[src/pqs_pkg.sv]
// ----------------------------------------------------------------------------
// pqs_pkg
// Operation and status codes and default sizes for the sorted priority queue.
// ----------------------------------------------------------------------------
package pqs_pkg;

  localparam int unsigned DefCapacity = 16;
  localparam int unsigned ValueW = 32;
  localparam int unsigned PrioW = 8;
  localparam int unsigned OccW = 5;

  typedef enum logic [1:0] {
    KIND_ENQ        = 2'd0,
    KIND_DEQ        = 2'd1,
    KIND_PEEK_FRONT = 2'd2,
    KIND_PEEK_BACK  = 2'd3
  } kind_t;

  typedef enum logic [1:0] {
    ST_OK    = 2'd0,
    ST_EMPTY = 2'd1,
    ST_FULL  = 2'd2,
    ST_RSVD  = 2'd3
  } status_t;

  localparam logic [ValueW-1:0] EmptyValue = '1;

endpackage

[src/priority_queue_sorted_unit.sv]
// ----------------------------------------------------------------------------
// priority_queue_sorted_unit
// Bounded priority queue of value/priority pairs kept sorted in one memory.
// ----------------------------------------------------------------------------
// channel | ports                                          | dir
// in      | in_valid in_ready in_kind in_item_value in_item_priority | in
// out     | out_valid out_ready out_status out_result_value out_occupancy | out
//
// A peek passes through S_FRONT and then S_DONE before out_valid rises; an
// empty or refused operation goes straight to S_DONE. An enqueue or dequeue
// runs a read-modify-write loop that moves one entry per read/write state
// pair through the one memory, from the front of the queue towards its back.
// Reset (rst_n low, synchronous) empties the queue; the memory is not cleared.
// A stalled result holds in the output register; the next transfer is taken
// the cycle after it leaves.
module priority_queue_sorted_unit #(
  parameter int unsigned CAPACITY = pqs_pkg::DefCapacity
) (
  input  logic                      clk,
  input  logic                      rst_n,
  input  logic                      in_valid,
  output logic                      in_ready,
  input  logic [1:0]                in_kind,
  input  logic signed [pqs_pkg::ValueW-1:0] in_item_value,
  input  logic [pqs_pkg::PrioW-1:0] in_item_priority,
  output logic                      out_valid,
  input  logic                      out_ready,
  output logic [1:0]                out_status,
  output logic signed [pqs_pkg::ValueW-1:0] out_result_value,
  output logic [pqs_pkg::OccW-1:0]  out_occupancy
);
  import pqs_pkg::*;

  localparam int unsigned AW = (CAPACITY > 1) ? $clog2(CAPACITY) : 1;
  localparam int unsigned CW = $clog2(CAPACITY + 1);
  localparam int unsigned EW = ValueW + PrioW;

  typedef enum logic [2:0] {
    S_IDLE, S_FRONT, S_ENQ_RD, S_ENQ_WR, S_DEQ_RD, S_DEQ_WR, S_DONE
  } state_t;

  state_t state_r;
  logic [CW-1:0] count_r;
  logic [CW-1:0] idx_r;
  logic [1:0]    kind_r;
  logic [ValueW-1:0] val_r;
  logic [PrioW-1:0]  prio_r;
  logic [EW-1:0] carry_r;
  logic [EW-1:0] mem [CAPACITY];
  logic [EW-1:0] rdata_r;
  logic          mem_re, mem_we;
  logic [AW-1:0] mem_ra, mem_wa;
  logic [EW-1:0] mem_wd;
  logic          out_valid_r;
  logic [1:0]    out_status_r;
  logic [ValueW-1:0] out_val_r;
  logic [OccW-1:0]   out_occ_r;
  logic              placed_r;

  always_ff @(posedge clk) begin
    if (mem_we) mem[mem_wa] <= mem_wd;
    if (mem_re) rdata_r <= mem[mem_ra];
  end

  logic [PrioW-1:0] rd_prio;
  assign rd_prio = rdata_r[PrioW-1:0];

  // Control: memory read enable and address, and write.
  always_comb begin
    mem_re = 1'b0;
    mem_ra = idx_r[AW-1:0];
    mem_we = 1'b0;
    mem_wa = idx_r[AW-1:0];
    mem_wd = carry_r;
    unique case (state_r)
      S_FRONT, S_ENQ_RD, S_DEQ_RD: mem_re = 1'b1;
      S_ENQ_WR: begin
        mem_we = 1'b1;
        mem_wd = placed_r ? carry_r : rdata_r;
        if (!placed_r && rd_prio < prio_r) mem_wd = {val_r, prio_r};
        if (idx_r == count_r) mem_wd = placed_r ? carry_r : {val_r, prio_r};
      end
      S_DEQ_WR: begin
        mem_we = 1'b1;
        mem_wa = AW'(idx_r - CW'(1));
        mem_wd = rdata_r;
      end
      default: ;
    endcase
  end

  assign in_ready = (state_r == S_IDLE) && !out_valid_r;

  always_ff @(posedge clk) begin
    if (!rst_n) begin
      state_r     <= S_IDLE;
      count_r     <= '0;
      out_valid_r <= 1'b0;
      placed_r    <= 1'b0;
    end else begin
      if (out_valid_r && out_ready) out_valid_r <= 1'b0;
      unique case (state_r)
        S_IDLE: if (in_valid && in_ready) begin
          kind_r   <= in_kind;
          val_r    <= in_item_value;
          prio_r   <= in_item_priority;
          placed_r <= 1'b0;
          if (in_kind == KIND_ENQ) begin
            if (count_r == CW'(CAPACITY)) begin
              out_status_r <= ST_FULL;
              out_val_r    <= '0;
              state_r      <= S_DONE;
            end else begin
              idx_r   <= '0;
              state_r <= S_ENQ_RD;
            end
          end else if (count_r == '0) begin
            out_status_r <= ST_EMPTY;
            out_val_r    <= EmptyValue;
            state_r      <= S_DONE;
          end else begin
            out_status_r <= ST_OK;
            idx_r <= (in_kind == KIND_PEEK_BACK) ? CW'(count_r - CW'(1)) : '0;
            state_r <= S_FRONT;
          end
        end
        S_FRONT: begin
          state_r <= (kind_r == KIND_DEQ) ? S_DEQ_RD : S_DONE;
          idx_r   <= CW'(idx_r + CW'(1));
          if (kind_r != KIND_DEQ) idx_r <= idx_r;
        end
        S_DEQ_RD: begin
          if (idx_r == CW'(1)) out_val_r <= rdata_r[EW-1:PrioW];
          if (idx_r == count_r) begin
            count_r <= CW'(count_r - CW'(1));
            state_r <= S_DONE;
          end else begin
            state_r <= S_DEQ_WR;
          end
        end
        S_DEQ_WR: begin
          idx_r   <= CW'(idx_r + CW'(1));
          state_r <= S_DEQ_RD;
        end
        S_ENQ_RD: state_r <= S_ENQ_WR;
        S_ENQ_WR: begin
          if (idx_r == count_r) begin
            count_r      <= CW'(count_r + CW'(1));
            out_status_r <= ST_OK;
            out_val_r    <= '0;
            state_r      <= S_DONE;
          end else begin
            if (placed_r || rd_prio < prio_r) begin
              placed_r <= 1'b1;
              carry_r  <= rdata_r;
            end
            idx_r   <= CW'(idx_r + CW'(1));
            state_r <= S_ENQ_RD;
          end
        end
        S_DONE: begin
          if (kind_r != KIND_DEQ && out_status_r == ST_OK && kind_r != KIND_ENQ)
            out_val_r <= rdata_r[EW-1:PrioW];
          out_occ_r   <= OccW'(count_r);
          out_valid_r <= 1'b1;
          state_r     <= S_IDLE;
        end
        default: state_r <= S_IDLE;
      endcase
    end
  end

  assign out_valid        = out_valid_r;
  assign out_status       = out_status_r;
  assign out_result_value = out_val_r;
  assign out_occupancy    = out_occ_r;

  a_count_range: assert property (@(posedge clk) disable iff (!rst_n)
    count_r <= CW'(CAPACITY)) else $error("count overflow");
  a_hold: assert property (@(posedge clk) disable iff (!rst_n)
    out_valid_r && !out_ready |=> out_valid_r && $stable(out_val_r))
    else $error("result dropped");
  a_no_accept_busy: assert property (@(posedge clk) disable iff (!rst_n)
    state_r != S_IDLE |-> !in_ready) else $error("accept while busy");

endmodule

[config.mk]
export PLATFORM = sky130hd
export DESIGN_NAME = priority_queue_sorted_unit
export DESIGN_NICKNAME = d
export VERILOG_FILES = /design/src/pqs_pkg.sv /design/src/priority_queue_sorted_unit.sv
export SDC_FILE = /design/constraint.sdc
export NUM_CORES = 1
export LEC_CHECK = 0
export BUFFER_PORTS_ARGS = -buffer_cell sky130_fd_sc_hd__buf_4
export CORE_MARGIN = 1
export CORE_UTILIZATION = 50
export CTS_CLUSTER_SIZE = 12
export DETAILED_ROUTE_END_ITERATION = 7
export PLACE_DENSITY = 0.69
export SLEW_MARGIN = 20
export SYNTH_ARGS = -nofsm -noshare
export SYNTH_HDL_FRONTEND = slang
export SYNTH_SLANG_ARGS = --single-unit
[constraint.sdc]
create_clock -name clk -period 4.2 [get_ports clk]
set_clock_uncertainty 0.15 [all_clocks]
set_input_delay 0.63 -clock clk [delete_from_list [all_inputs] [get_ports clk]]
set_output_delay 0.63 -clock clk [all_outputs]
set_load 0.05 [all_outputs]
==> results.json <==
{
  "syn-cell-area_mm2": 0.0330,
  "root_buffer": "clkbuf_16",
  "synth_flop_cell": "edfxtp_1",
  "routed.top_layer": "met4",
  "ys_types": 59,
  "tns_ns": 0,
  "die_height_um": 259,
  "leakage_uw": 0.0119,
  "yosysWarnings": 0,
  "dp_slack_ns": 0.560,
  "htreeDepth": 3,
  "min_period_over_period_pct": 88.2,
  "wl_met1_um": 33000,
  "synth_edf_count": 806,
  "globalplace.congestion": 0.802,
  "portBuffers": 86,
  "wl_met3_um": 6640,
  "final_common_cell": "edfxtp_1",
  "clk_latency_ns": 0.64,
  "pin_count": 87,
  "routed-wl-met2_um": 38300,
  "hold_viol": 0,
  "drv_cap": 0,
  "avgSynthCellArea_um2": 19.6,
  "coreArea_mm2": 0.0648,
  "dr.pass1.iters": 7,
  "drt-total-wl_um": 79900,
  "relSlewSlack_pct": 30.2,
  "globalRouteTotalUtil_pct": 24.4,
  "clk_pin_slew_ns": 0.06,
  "routedWlPerCell_um": 29.1,
  "outcome": "finished, final reports clean",
  "hpwl_um": 42900,
  "post-route-min-period_ns": 3.71,
  "gr-total-overflow": 0,
  "setup_ws_ns": 0.495,
  "ys_seq_area_share_pct": 74.0,
  "antenna_found_initial": 2,
  "peakVddDrop_uv": 353,
  "start_kind": "flop",
  "rows": 93,
  "clockBufferDepth": 3,
  "grt_pass1_vias": 18000,
  "initial_core_util_pct": 50.9,
  "worstMarginPinSlew_ns": 1.04,
  "syn-num-nets": 1741,
  "cts_buffers": 85,
  "ant_nets": 0,
  "via_per_inst": 6.44,
  "postCtsResizedCells": 0,
  "path_max_fanout": 18,
  "cts_tree": "yes",
  "layout.nets": 1893,
  "routed-via-count": 17700,
  "cp_data_required_time_ns": 4.34,
  "hp-class": "in -> reg",
  "timing.fmax_mhz": 270,
  "drc": 0,
  "hold_depth": 1,
  "cp-end-kind": "flop",
  "ys_ff_latch": 816,
  "cp_data_arrival_time_ns": 3.84,
  "path_class": "reg -> reg",
  "grt_max_degree": 83,
  "drt_first_iter_violations": 2207,
  "slew_viol_final": 0,
  "rsz0062_at_grt": "no",
  "antennaDiodeCount": 0,
  "final_cell_mix": "edfxtp_1, mux4_2, buf_4",
  "synthArstFlopShare_pct": 0,
  "syn_inst": 1683,
  "die_area_mm2": 0.0670,
  "post-route-util_pct": 58.4,
  "cellPowerDensity_mw_per_mm2": 635,
  "setup_viol": 0,
  "drive_above_1_share_pct": 26.9,
  "die_x_um": 259,
  "cts.sinks": 816,
  "area_delta_synth_final_pct": 14.8,
  "rr_worst_depth": 6,
  "grt_pass1_wl_um": 119000
}
[synth_stat cells (all sizes together), types with 10 or more instances]
cell type / instances / area [µm²]
edfxtp: 806 / 24200
mux4: 200 / 4500
clkbuf: 66 / 248
o21a: 39 / 293
o31ai: 40 / 300
nor3: 52 / 265
nand3: 11 / 55.1
a21o: 34 / 255
nor2b: 11 / 68.8
nor2: 29 / 111
dfxtp: 10 / 200
a21oi: 10 / 50.1
mux2i: 43 / 430
ha: 12 / 150
xnor2: 15 / 131
inv: 13 / 48.8
buf: 51 / 309
nand2: 59 / 221
o22ai: 44 / 275
o21ai: 83 / 415
[area by class of cell]
cell class	count	area (µm²)
multi-input cells	737	8180
well taps	855	1070
repair buffers	182	1650
flip-flops and latches	816	24400
fillers	4627	27000
clock inverters	36	280
inverters	13	48.8
clock buffers	103	2220
[layer usage]
layer | GRT usage [%] | vias to the layer above
li1 | - | 7282
met1 | 35.4 | 9308
met2 | 38.6 | 916
met3 | 3.69 | 150
met4 | 7.63 | 0
met5 | 0 | -
[state kept, by name, summed over array words and instances (netlist names)]
signal / flops
idx_r: 5
prio_r: 8
state_r: 3
rdata_r: 40
out_status: 2
out_occupancy: 5
carry_r: 40
out_valid: 1
placed_r: 1
mem: 640
count_r: 5
val_r: 32
out_result_value: 32
kind_r: 2
[repair_timing]
item,4_1_cts,5_1_grt
hold endpoints to repair,15,0
setup endpoints to repair,0,0
hold buffers,15,0
buffers inserted,0,0
[kinds of logic (layout without fill, tap and decap cells)]
kind of cell    after synthesis  after routing  share of synthesized area, %
compound gates              275            275                          5.48
xor+xnor                     16             16                         0.425
fa+ha+maj                    12             12                         0.455
simple gates                188            188                          2.74
flops                       816            816                          74.0
buf+inv                     130            334                          1.84
mux                         246            246                          15.1
[through the flow]
| stage | cell area, µm² | hold slack, ns | instances | total power [µW] |
|---|---|---|---|---|
| final | 37900 | 0.0260 | 2742 | 24000 |
| after global routing | 37900 | 0.00677 | 2742 | 24900 |
| after CTS | 37800 | 0.000532 | 2741 | 24100 |
| after detailed placement | 35200 | 0.340 | 2587 | 17200 |
| after global placement | 35200 | 0.332 | 2587 | 17100 |
| after floorplan | 33000 | 0.253 | 1683 | 14900 |
[power by group]
part | leakage [µW] | internal (µW) | switching (µW)
registers | 0.00736 | 10400 | 549
clock network | 0.00122 | 3870 | 3030
logic | 0.00335 | 2330 | 3890
total | 0.0119 | 16600 | 7480
[worst paths after layout]
| path | slack, ns | start | to |
|---|---|---|---|
| hold reg to reg | 0.35 | rdata_r[10] | carry_r[10] |
| setup / recovery | 0.49 | state_r[1] | mem[14][39] |
| setup reg to reg | 0.49 | state_r[1] | mem[14][39] |
| hold / removal | 0.03 | in_item_value[15] | val_r[15] |
[worst max-delay path, cell delays in order (launching register included)]
cell and delay, ns:
dfxtp_1 0.67, nor2b_1 0.39, nand2_1 0.21, a21oi_4 0.69, buf_12 0.27, o31ai_1 0.10
o21ai_1 0.84
(Power assumes the default switching activity.)
